<file path="config.mk">
export PLATFORM = sky130hd
export DESIGN_NAME = elias_fano_encoder_core
export DESIGN_NICKNAME = d
export VERILOG_FILES = /design/src/design/efe_pkg.sv /design/src/design/efe_controller.sv /design/src/design/efe_datapath.sv /design/src/design/elias_fano_encoder_core.sv
export VERILOG_INCLUDE_DIRS = /design/src /design/src/design
export SDC_FILE = /design/constraint.sdc
export NUM_CORES = 1
export LEC_CHECK = 0
export ABC_AREA = 1
export BUFFER_PORTS_ARGS = -buffer_cell sky130_fd_sc_hd__buf_2
export CORE_MARGIN = 2
export CORE_UTILIZATION = 34
export DETAILED_ROUTE_END_ITERATION = 8
export HOLD_SLACK_MARGIN = 0.05
export MAX_ROUTING_LAYER = met4
export PLACE_DENSITY_LB_ADDON = 0.15
export SYNTH_ARGS = -nofsm -noshare
export SYNTH_HDL_FRONTEND = slang
export SYNTH_SLANG_ARGS = --single-unit
</file>
<file path="constraint.sdc">
create_clock -name i_clk -period 11.6 [get_ports i_clk]
set_input_delay 2.9 -clock i_clk [delete_from_list [all_inputs] [get_ports i_clk]]
set_output_delay 2.9 -clock i_clk [all_outputs]
set_load 0.01 [all_outputs]
</file>
<file path="src/design/assert_macros.svh">
// Assertion macros used by the encoder top level.
`ifndef ASSERT_MACROS_SVH
`define ASSERT_MACROS_SVH
`ifndef SYNTHESIS
// Same-cycle implication under active-low reset
`define EFE_ASSERT_IMPL(lbl, clk, rst_n, ante, cons, msg) \
    lbl: assert property (@(posedge clk) disable iff (!(rst_n)) (ante) |-> (cons)) \
        else $error(msg);
// Next-cycle implication under active-low reset
`define EFE_ASSERT_NEXT(lbl, clk, rst_n, ante, cons, msg) \
    lbl: assert property (@(posedge clk) disable iff (!(rst_n)) (ante) |=> (cons)) \
        else $error(msg);
`else
`define EFE_ASSERT_IMPL(lbl, clk, rst_n, ante, cons, msg)
`define EFE_ASSERT_NEXT(lbl, clk, rst_n, ante, cons, msg)
`endif
`endif

</file>
<file path="src/design/efe_pkg.sv">
// Shared types and constants for the Elias-Fano encoder.
package efe_pkg;

    localparam int          CFG_W          = 5;
    localparam logic [4:0]  LOW_BITS_RESET = 5'd6;
    localparam int          IN_DATA_W      = 32;
    localparam int          OUT_DATA_W     = 48;

    localparam logic STREAM_UPPER = 1'b0;
    localparam logic STREAM_LOWER = 1'b1;

    typedef enum logic [1:0] {
        ERR_NONE     = 2'd0,
        ERR_DECREASE = 2'd1,
        ERR_GAP      = 2'd2
    } t_err_code;

    typedef enum logic [2:0] {
        S_IDLE,
        S_CHECK,
        S_UPPER,
        S_LOWER,
        S_FLUSH_UP,
        S_FLUSH_LO
    } t_state;

    // Commands from the controller to the datapath
    typedef struct packed {
        logic load;
        logic check;
        logic up_step;
        logic lo_step;
        logic flush_up;
        logic flush_lo;
    } t_ctl_cmd;

    // Status from the datapath to the controller
    typedef struct packed {
        logic out_free;
        logic err_any;
        logic up_done;
        logic lo_done;
        logic last;
    } t_dp_status;

endpackage

</file>
<file path="src/design/efe_controller.sv">
// Sequencer for the encoder: check, upper bytes, lower bytes, flushes.
module efe_controller
    import efe_pkg::*;
(
    input  logic       i_clk,
    input  logic       i_rst_n,
    input  logic       i_in_valid,
    input  t_dp_status i_sts,
    output logic       o_in_ready,
    output t_ctl_cmd   o_cmd
);

    t_state r_state;
    t_state n_state;

    // State register
    always_ff @(posedge i_clk) begin
        if (!i_rst_n) begin
            r_state <= S_IDLE;
        end else begin
            r_state <= n_state;
        end
    end

    // Next state
    always_comb begin
        n_state = r_state;
        case (r_state)
            S_IDLE: begin
                if (i_in_valid) begin
                    n_state = S_CHECK;
                end
            end
            S_CHECK: begin
                if (i_sts.out_free) begin
                    n_state = i_sts.err_any ? S_IDLE : S_UPPER;
                end
            end
            S_UPPER: begin
                if (i_sts.out_free && i_sts.up_done) begin
                    n_state = S_LOWER;
                end
            end
            S_LOWER: begin
                if (i_sts.out_free && i_sts.lo_done) begin
                    n_state = i_sts.last ? S_FLUSH_UP : S_IDLE;
                end
            end
            S_FLUSH_UP: begin
                if (i_sts.out_free) begin
                    n_state = S_FLUSH_LO;
                end
            end
            S_FLUSH_LO: begin
                if (i_sts.out_free) begin
                    n_state = S_IDLE;
                end
            end
            default: begin
                n_state = S_IDLE;
            end
        endcase
    end

    // Commands; every datapath step waits for room in the output register
    always_comb begin
        o_cmd      = '0;
        o_in_ready = 1'b0;
        case (r_state)
            S_IDLE: begin
                o_in_ready = 1'b1;
                o_cmd.load = i_in_valid;
            end
            S_CHECK: begin
                o_cmd.check = i_sts.out_free;
            end
            S_UPPER: begin
                o_cmd.up_step = i_sts.out_free;
            end
            S_LOWER: begin
                o_cmd.lo_step = i_sts.out_free;
            end
            S_FLUSH_UP: begin
                o_cmd.flush_up = i_sts.out_free;
            end
            S_FLUSH_LO: begin
                o_cmd.flush_lo = i_sts.out_free;
            end
            default: begin
                o_cmd = '0;
            end
        endcase
    end

endmodule

</file>
<file path="src/design/efe_datapath.sv">
// Encoder datapath: split, gap check, byte packing, totals, output register.
module efe_datapath
    import efe_pkg::*;
#(
    parameter int MAX_GAP      = 32,
    parameter int MAX_LOW_BITS = 16
) (
    input  logic                  i_clk,
    input  logic                  i_rst_n,
    input  logic                  i_cfg_we,
    input  logic [CFG_W-1:0]      i_cfg_wdata,
    input  logic [IN_DATA_W-1:0]  i_in_value,
    input  logic                  i_in_last,
    input  t_ctl_cmd              i_cmd,
    output t_dp_status            o_sts,
    input  logic                  i_m_axis_tready,
    output logic                  o_m_axis_tvalid,
    output logic [OUT_DATA_W-1:0] o_m_axis_tdata,
    output logic                  o_m_axis_tuser,
    output logic                  o_m_axis_tlast
);

    localparam int GW = $clog2(MAX_GAP + 2);       // holds gap + 1
    localparam int NW = $clog2(MAX_LOW_BITS + 1);  // holds low bit count

    // Configuration and latched input
    logic [CFG_W-1:0]        r_low_bits;
    logic [31:0]             r_value, n_value;
    logic                    r_last, n_last;
    logic [NW-1:0]           r_l, n_l;
    // Encoder state
    logic [31:0]             r_prev_high, n_prev_high;
    logic [6:0]              r_up_bits, n_up_bits;
    logic [2:0]              r_up_cnt, n_up_cnt;
    logic [6:0]              r_lo_bits, n_lo_bits;
    logic [2:0]              r_lo_cnt, n_lo_cnt;
    logic [31:0]             r_up_total, n_up_total;
    logic [31:0]             r_lo_total, n_lo_total;
    // Per-item work counters
    logic [GW-1:0]           r_up_rem, n_up_rem;
    logic [NW-1:0]           r_lo_n, n_lo_n;
    logic [MAX_LOW_BITS-1:0] r_lo_word, n_lo_word;
    logic                    r_lo_will, n_lo_will;
    // Output register
    logic                    r_o_valid, n_o_valid;
    logic                    r_o_sid, n_o_sid;
    logic [7:0]              r_o_byte, n_o_byte;
    logic [3:0]              r_o_cnt, n_o_cnt;
    logic [31:0]             r_o_total, n_o_total;
    t_err_code               r_o_err, n_o_err;
    logic                    r_o_end, n_o_end;

    logic                    w_out_free;
    logic [NW-1:0]           w_l_in;
    logic [31:0]             w_high;
    logic [31:0]             w_gap;
    t_err_code               w_err;
    logic                    w_lo_will;
    // Upper stream step
    logic [3:0]              w_up_free;
    logic [GW-1:0]           w_up_bits_left;
    logic                    w_up_full;
    logic [3:0]              w_up_k;
    logic [15:0]             w_up_ones_k;
    logic [7:0]              w_up_byte;
    logic                    w_up_zero_in;
    logic [2:0]              w_up_rem3;
    logic [6:0]              w_up_absorb;
    // Lower stream step
    logic [3:0]              w_lo_free;
    logic                    w_lo_full;
    logic [NW-1:0]           w_lo_shift;
    logic [7:0]              w_lo_mask;
    logic [7:0]              w_lo_chunk;
    logic [7:0]              w_lo_byte;
    logic [2:0]              w_lo_n3;
    logic [6:0]              w_lo_absorb;
    // Flush bytes
    logic [7:0]              w_up_flush;
    logic [7:0]              w_lo_flush;

    assign w_out_free = !r_o_valid || i_m_axis_tready;

    // Effective low bit width, saturated
    assign w_l_in = (r_low_bits > CFG_W'(MAX_LOW_BITS)) ? NW'(MAX_LOW_BITS)
                                                        : NW'(r_low_bits);

    // Split and gap check on the latched value
    always_comb begin
        w_high    = r_value >> r_l;
        w_gap     = w_high - r_prev_high;
        w_lo_will = (6'(r_lo_cnt) + 6'(r_l)) >= 6'd8;
        if (w_high < r_prev_high) begin
            w_err = ERR_DECREASE;
        end else if (w_gap > 32'(MAX_GAP)) begin
            w_err = ERR_GAP;
        end else begin
            w_err = ERR_NONE;
        end
    end

    // Upper stream: remaining ones, then a zero
    always_comb begin
        w_up_free      = 4'd8 - 4'(r_up_cnt);
        w_up_bits_left = r_up_rem + GW'(1);
        w_up_full      = 8'(w_up_bits_left) >= 8'(w_up_free);
        w_up_k         = (8'(r_up_rem) >= 8'(w_up_free)) ? w_up_free : 4'(r_up_rem);
        w_up_ones_k    = (16'd1 << w_up_k) - 16'd1;
        w_up_byte      = 8'(({9'd0, r_up_bits} << w_up_free)
                           | (w_up_ones_k << (w_up_free - w_up_k)));
        w_up_zero_in   = w_up_k < w_up_free;
        w_up_rem3      = 3'(w_up_bits_left);
        w_up_absorb    = 7'(({9'd0, r_up_bits} << w_up_rem3)
                           | (((16'd1 << 4'(r_up_rem)) - 16'd1) << 1));
    end

    // Lower stream: remaining low bits, MSB first
    always_comb begin
        w_lo_free   = 4'd8 - 4'(r_lo_cnt);
        w_lo_full   = 8'(r_lo_n) >= 8'(w_lo_free);
        w_lo_shift  = r_lo_n - NW'(w_lo_free);
        w_lo_mask   = 8'((16'd1 << w_lo_free) - 16'd1);
        w_lo_chunk  = 8'(r_lo_word >> w_lo_shift) & w_lo_mask;
        w_lo_byte   = 8'({9'd0, r_lo_bits} << w_lo_free) | w_lo_chunk;
        w_lo_n3     = 3'(r_lo_n);
        w_lo_absorb = 7'(({9'd0, r_lo_bits} << w_lo_n3)
                        | (16'(r_lo_word) & ((16'd1 << w_lo_n3) - 16'd1)));
    end

    // Partial bytes left-aligned for the flush
    assign w_up_flush = 8'({9'd0, r_up_bits} << (4'd8 - 4'(r_up_cnt)));
    assign w_lo_flush = 8'({9'd0, r_lo_bits} << (4'd8 - 4'(r_lo_cnt)));

    // Next-state logic for the datapath
    always_comb begin
        n_value     = r_value;
        n_last      = r_last;
        n_l         = r_l;
        n_prev_high = r_prev_high;
        n_up_bits   = r_up_bits;
        n_up_cnt    = r_up_cnt;
        n_lo_bits   = r_lo_bits;
        n_lo_cnt    = r_lo_cnt;
        n_up_total  = r_up_total;
        n_lo_total  = r_lo_total;
        n_up_rem    = r_up_rem;
        n_lo_n      = r_lo_n;
        n_lo_word   = r_lo_word;
        n_lo_will   = r_lo_will;
        n_o_valid   = r_o_valid && !i_m_axis_tready;
        n_o_sid     = r_o_sid;
        n_o_byte    = r_o_byte;
        n_o_cnt     = r_o_cnt;
        n_o_total   = r_o_total;
        n_o_err     = r_o_err;
        n_o_end     = r_o_end;

        if (i_cmd.load) begin
            n_value = i_in_value;
            n_last  = i_in_last;
            n_l     = w_l_in;
        end

        if (i_cmd.check) begin
            if (w_err != ERR_NONE) begin
                // Error beat, state untouched
                n_o_valid = 1'b1;
                n_o_sid   = STREAM_UPPER;
                n_o_byte  = 8'd0;
                n_o_cnt   = 4'd0;
                n_o_total = 32'd0;
                n_o_err   = w_err;
                n_o_end   = 1'b1;
            end else begin
                n_prev_high = w_high;
                n_up_total  = r_up_total + 32'(w_gap[GW-1:0]) + 32'd1;
                n_lo_total  = r_lo_total + 32'(r_l);
                n_up_rem    = w_gap[GW-1:0];
                n_lo_n      = r_l;
                n_lo_word   = r_value[MAX_LOW_BITS-1:0];
                n_lo_will   = w_lo_will;
            end
        end

        if (i_cmd.up_step) begin
            if (w_up_full) begin
                n_o_valid = 1'b1;
                n_o_sid   = STREAM_UPPER;
                n_o_byte  = w_up_byte;
                n_o_cnt   = 4'd8;
                n_o_total = 32'd0;
                n_o_err   = ERR_NONE;
                // Final beat if not last, no lower byte due, < 8 upper bits left
                n_o_end   = !r_last && !r_lo_will
                            && (8'(w_up_bits_left) < 8'(w_up_free) + 8'd8);
                n_up_bits = 7'd0;
                n_up_cnt  = 3'd0;
                n_up_rem  = r_up_rem - GW'(w_up_k);
            end else begin
                n_up_bits = w_up_absorb;
                n_up_cnt  = r_up_cnt + w_up_rem3;
            end
        end

        if (i_cmd.lo_step) begin
            if (w_lo_full) begin
                n_o_valid = 1'b1;
                n_o_sid   = STREAM_LOWER;
                n_o_byte  = w_lo_byte;
                n_o_cnt   = 4'd8;
                n_o_total = 32'd0;
                n_o_err   = ERR_NONE;
                n_o_end   = !r_last && (8'(w_lo_shift) < 8'd8);
                n_lo_bits = 7'd0;
                n_lo_cnt  = 3'd0;
                n_lo_n    = w_lo_shift;
            end else begin
                n_lo_bits = w_lo_absorb;
                n_lo_cnt  = r_lo_cnt + w_lo_n3;
            end
        end

        if (i_cmd.flush_up) begin
            n_o_valid = 1'b1;
            n_o_sid   = STREAM_UPPER;
            n_o_byte  = w_up_flush;
            n_o_cnt   = 4'(r_up_cnt);
            n_o_total = r_up_total;
            n_o_err   = ERR_NONE;
            n_o_end   = 1'b0;
        end

        if (i_cmd.flush_lo) begin
            n_o_valid   = 1'b1;
            n_o_sid     = STREAM_LOWER;
            n_o_byte    = w_lo_flush;
            n_o_cnt     = 4'(r_lo_cnt);
            n_o_total   = r_lo_total;
            n_o_err     = ERR_NONE;
            n_o_end     = 1'b1;
            // Sequence over: back to the reset state
            n_prev_high = 32'd0;
            n_up_bits   = 7'd0;
            n_up_cnt    = 3'd0;
            n_lo_bits   = 7'd0;
            n_lo_cnt    = 3'd0;
            n_up_total  = 32'd0;
            n_lo_total  = 32'd0;
        end
    end

    // Control and encoder state registers
    always_ff @(posedge i_clk) begin
        if (!i_rst_n) begin
            r_low_bits  <= LOW_BITS_RESET;
            r_prev_high <= 32'd0;
            r_up_bits   <= 7'd0;
            r_up_cnt    <= 3'd0;
            r_lo_bits   <= 7'd0;
            r_lo_cnt    <= 3'd0;
            r_up_total  <= 32'd0;
            r_lo_total  <= 32'd0;
            r_o_valid   <= 1'b0;
        end else begin
            if (i_cfg_we) begin
                r_low_bits <= i_cfg_wdata;
            end
            r_prev_high <= n_prev_high;
            r_up_bits   <= n_up_bits;
            r_up_cnt    <= n_up_cnt;
            r_lo_bits   <= n_lo_bits;
            r_lo_cnt    <= n_lo_cnt;
            r_up_total  <= n_up_total;
            r_lo_total  <= n_lo_total;
            r_o_valid   <= n_o_valid;
        end
    end

    // Payload registers
    always_ff @(posedge i_clk) begin
        r_value   <= n_value;
        r_last    <= n_last;
        r_l       <= n_l;
        r_up_rem  <= n_up_rem;
        r_lo_n    <= n_lo_n;
        r_lo_word <= n_lo_word;
        r_lo_will <= n_lo_will;
        r_o_sid   <= n_o_sid;
        r_o_byte  <= n_o_byte;
        r_o_cnt   <= n_o_cnt;
        r_o_total <= n_o_total;
        r_o_err   <= n_o_err;
        r_o_end   <= n_o_end;
    end

    // Status to the controller
    always_comb begin
        o_sts.out_free = w_out_free;
        o_sts.err_any  = w_err != ERR_NONE;
        o_sts.up_done  = !w_up_full || w_up_zero_in;
        o_sts.lo_done  = !w_lo_full;
        o_sts.last     = r_last;
    end

    assign o_m_axis_tvalid = r_o_valid;
    assign o_m_axis_tdata  = {2'b00, r_o_err, r_o_total, r_o_cnt, r_o_byte};
    assign o_m_axis_tuser  = r_o_sid;
    assign o_m_axis_tlast  = r_o_end;

endmodule

</file>
<file path="src/design/elias_fano_encoder_core.sv">
// Elias-Fano encoder top level: controller, datapath and checks.
// Flow: a value is accepted, then checked; the upper stream then emits its full upper bytes and
// absorbs its remaining bits unless its closing zero fills a byte, and the lower stream emits its
// full lower bytes and absorbs the rest; a last value adds the upper and lower flush beats, and
// an error value ends after the check. Packing forms one byte per cycle while the output register
// has room, and output stalls hold it; a new value is taken only once the previous one is done.
// Reset (i_rst_n low at a clock edge, synchronous) clears encoder state, sets low_bits to 6.
`include "assert_macros.svh"
module elias_fano_encoder_core
    import efe_pkg::*;
#(
    parameter int MAX_GAP      = 32,
    parameter int MAX_LOW_BITS = 16
) (
    input  logic                  i_clk,
    input  logic                  i_rst_n,
    // Configuration: low_bits
    input  logic                  i_cfg_we,
    input  logic [CFG_W-1:0]      i_cfg_wdata,
    // Input stream
    input  logic                  i_s_axis_tvalid,
    output logic                  o_s_axis_tready,
    input  logic [IN_DATA_W-1:0]  i_s_axis_tdata,   // [31:0] value
    input  logic                  i_s_axis_tlast,   // last_value
    // Output stream
    output logic                  o_m_axis_tvalid,
    input  logic                  i_m_axis_tready,
    // [7:0] packed_byte, [11:8] valid_bit_count, [43:12] stream_bit_total,
    // [45:44] error_code, [47:46] zero
    output logic [OUT_DATA_W-1:0] o_m_axis_tdata,
    output logic                  o_m_axis_tuser,   // [0] stream_id
    output logic                  o_m_axis_tlast    // run_end
);

    t_ctl_cmd   w_cmd;
    t_dp_status w_sts;

    efe_controller u_ctrl (
        .i_clk      (i_clk),
        .i_rst_n    (i_rst_n),
        .i_in_valid (i_s_axis_tvalid),
        .i_sts      (w_sts),
        .o_in_ready (o_s_axis_tready),
        .o_cmd      (w_cmd)
    );

    efe_datapath #(
        .MAX_GAP      (MAX_GAP),
        .MAX_LOW_BITS (MAX_LOW_BITS)
    ) u_dp (
        .i_clk           (i_clk),
        .i_rst_n         (i_rst_n),
        .i_cfg_we        (i_cfg_we),
        .i_cfg_wdata     (i_cfg_wdata),
        .i_in_value      (i_s_axis_tdata),
        .i_in_last       (i_s_axis_tlast),
        .i_cmd           (w_cmd),
        .o_sts           (w_sts),
        .i_m_axis_tready (i_m_axis_tready),
        .o_m_axis_tvalid (o_m_axis_tvalid),
        .o_m_axis_tdata  (o_m_axis_tdata),
        .o_m_axis_tuser  (o_m_axis_tuser),
        .o_m_axis_tlast  (o_m_axis_tlast)
    );

    // One value in flight: no second beat right after an accepted one
    `EFE_ASSERT_NEXT(a_one_in_flight, i_clk, i_rst_n, i_s_axis_tvalid && o_s_axis_tready, !o_s_axis_tready, "input accepted while busy")
    // An error beat ends its run and carries no bits
    `EFE_ASSERT_IMPL(a_err_beat, i_clk, i_rst_n, o_m_axis_tvalid && (o_m_axis_tdata[45:44] != ERR_NONE), o_m_axis_tlast && (o_m_axis_tdata[11:8] == 4'd0) && (o_m_axis_tdata[43:12] == 32'd0), "malformed error beat")
    // Datapath steps only when the output register has room
    `EFE_ASSERT_IMPL(a_step_room, i_clk, i_rst_n, w_cmd.check || w_cmd.up_step || w_cmd.lo_step || w_cmd.flush_up || w_cmd.flush_lo, w_sts.out_free, "step without output room")
    // Bit count never exceeds a byte
    `EFE_ASSERT_IMPL(a_count_range, i_clk, i_rst_n, o_m_axis_tvalid, o_m_axis_tdata[11:8] <= 4'd8, "bit count above 8")

endmodule
</file>
==> flow_summary.yaml <==
status:
  status: "complete, no violations"
yosys:
  yosysTopAreaCellShare_pct: 20.0
  synthTopCellsByArea: "dfxtp_1, nand2_1, edfxtp_1, inv_1, o21ai_0"
  synth-simple-area-share_pct: 32.5
  yosysMostFrequentCell: "nand2_1"
  yosys.cell_types.count: 59
  seq_area_frac_synth_pct: 29.0
  async_flop_share_pct: 0
  synth_area_leader_cell: "dfxtp_1"
  synth_top_family_by_area: "simple AND/OR/NAND/NOR gates"
  synth_fa_ha_area_share_pct: 6.77
  ys.flop_type: "dfxtp_1"
  synth-edff-count: 55
  syn_area_per_cell_um2: 6.30
  synth_seq_cells: 239
  synth_common_cells: "nand2_1, inv_1, nor2_1"
  syn_inst: 2915
  synth_xor_area_share_pct: 3.48
  synth_compound_area_share_pct: 17.0
  yosysWarnings: 0
  synthMuxAreaShare_pct: 0.545
  syn_area_mm2: 0.0184
sta:
  holdWs_ps: 458
  tightestPinTransition_ps: 1040
  period_needed_ps: 7600
  drv_slew: 0
  clock-skew-final_ps: 31.8
  totalNegativeSetupSlack_ps: 0
  period_share_pct: 65.5
  finalSetupViolations: 0
  fmax_mhz: 132
  rsz0062_at_grt: "false"
  timing.final.ws_setup_ps: 4000
  slew_headroom_pct: 30.4
  hold_violations: 0
global_routing:
  grt_max_degree: 99
  grt_pass1_vias: 17900
  track_usage_pct: 22.8
  grt_pass1_wl_um: 99200
  antenna_found_initial: 0
  overflow: 0
final_layout:
  final_cell_area_mm2: 0.0204
  fillCellCount: 5852
  layout-drive-gt1-share_pct: 6.78
  area_growth_pct: 11.2
  fin_nets: 3078
  instances_no_fill: 3662
  n_antenna_cell: 0
  utilization_pct: 38.1
power_and_ir_drop:
  power_mw: 2.54
  ir_drop_v: 0.000122
  power.density_mw_per_mm2: 124
  p_leak_nw: 9.28
setup_path:
  crit_path_end_kind: "flop"
  critPathKind: "flop to flop"
  worstPathArrival_ps: 8130
  crit_path_max_fanout: 43
  cp.required_ps: 12130
  start_kind: "flop"
  rrSetupSlack_ps: 4000
clocking:
  cts_root_buffer: "clkbuf_16"
  clk_pin_slew_ps: 60
  cts.htree.levels: 1
  insertion_delay_ps: 610
  cts_hold_buf: 0
  cts_resized: 0
  cts_tree: "yes"
  post-cts-setup-buffer-count: 0
  clockBufferDepth: 3
  cts_buffers: 31
  cts_sinks: 239
route:
  via_count: 18900
  drtPass1Iterations: 5
  route.detailed.drc: 0
  final_antenna_net_count: 0
  drt-wirelength-per-cell_um: 17.3
  drt_wl_total_um: 63400
  vias_per_cell: 5.15
  first_iter_violations: 1564
job:
  maxCapViolations: 0
floorplanning:
  start_util_pct: 34.3
  die-height_um: 236
  rows: 85
  dieArea_mm2: 0.0559
  fp.dieW_um: 236
  io_pins: 95
  core_mm2: 0.0536
place:
  dpl_cell_area_mm2: 0.0194
  globalplace.congestion: 0.957
  dp.cells: 3604
  dp_hpwl_um: 48800
  dpl_worst_slack_ps: 4020
  port_buffers: 92
min_path:
  min-delay-path-class: "flop to flop"
-- final timing paths --
kind / cells after the start / end / startpoint
worst max-delay path: 25 / u_dp.r_lo_total[14]$_SDFFE_PP0P_ / u_dp.r_l[2]$_SDFFCE_PN0P_
worst min-delay path: 2 / u_dp.r_o_err[1]$_SDFF_PP0_ / u_dp.r_o_err[1]$_SDFF_PP0_
worst max register to register: 25 / u_dp.r_lo_total[14]$_SDFFE_PP0P_ / u_dp.r_l[2]$_SDFFCE_PN0P_
worst min register to register: 2 / u_dp.r_o_err[1]$_SDFF_PP0_ / u_dp.r_o_err[1]$_SDFF_PP0_
-- flip-flops by register name, summed over array words and instances (netlist names), 5 cells and up --
name	count
u_dp.r_o_total	32
u_dp.r_lo_bits	7
u_dp.r_lo_total	32
u_dp.r_prev_high	32
u_dp.r_up_rem	6
u_dp.r_lo_n	5
u_dp.r_l	5
u_dp.r_up_total	32
u_dp.r_o_byte	8
u_dp.r_lo_word	16
u_dp.r_value	32
u_dp.r_low_bits	5
u_dp.r_up_bits	7
-- layer usage --
layer / vias to the layer above / track usage, % / routed length (um)
met4: 0 / 4.93 / 1310
met3: 80 / 2.04 / 2540
met5: - / - / 0
li1: 9628 / - / -
met1: 8746 / 30.4 / 30300
met2: 422 / 37.5 / 29300
-- cell families (layout without fill, tap and decap cells) --
kind of cell,after synthesis,count (layout)
flops,239,239
mux,10,10
compound gates,565,565
xor+xnor,73,73
fa+ha+maj,94,94
buf+inv,507,557
simple gates,1426,1426
other cells,1,2
-- where the power goes --
part | internal (mW) | total (mW) | switching, mW
clock network | 0.613 | 1.02 | 0.402
logic | 0.191 | 0.633 | 0.442
registers | 0.871 | 0.887 | 0.0165
total | 1.67 | 2.54 | 0.861
-- cell type report --
| class | count | area [um2] | area share (%) |
|---|---|---|---|
| repair buffers | 108 | 581 | 2.84 |
| inverters | 391 | 1470 | 7.19 |
| flip-flops and latches | 239 | 5340 | 26.1 |
| clock buffers | 43 | 871 | 4.26 |
| clock inverters | 15 | 198 | 0.968 |
| well taps | 696 | 871 | 4.26 |
| multi-input cells | 2170 | 11100 | 54.4 |
-- critical path, stage by stage, from the launching register on --
cell	delay [ps]
edfxtp_1	1020
clkinv_1	1020
or2_2	580
o21ai_0	110
mux2i_1	180
nand2_1	170
nand2_1	80
ha_1	260
fa_1	410
inv_1	150
nand3_1	80
nand3_1	200
nand2_1	100
nand3_2	100
nand2_1	70
nand3_1	70
nand2_1	100
nor2_1	100
nand2_1	60
nor2_1	180
nand3_1	170
nand2_2	150
nand3_2	760
inv_2	970
o21ai_0	200
a21oi_1	170
-- cells in the final DEF, fill, tap and decap left out, drive strengths merged, types with 3 or more instances in the layout --
master and instances:
fa 9, nor4 6, nand3 178, nor3b 4, bufinv 4, a211oi 17, xnor2 15, xor2 58
nor3 49, and2 10, edfxtp 55, inv 386, or2 8, ha 85, o211ai 13, nand2 826
a22oi 29, clkinv 15, o31ai 11, a21o 4, a21boi 3, a21oi 198, nand4 71, a31oi 12
o2111ai 4, dfxtp 184, mux2i 10, nor2 270, o22ai 14, o21ai 245, buf 108, clkbuf 43
No activity file was read; power rests on OpenSTA's default activity.
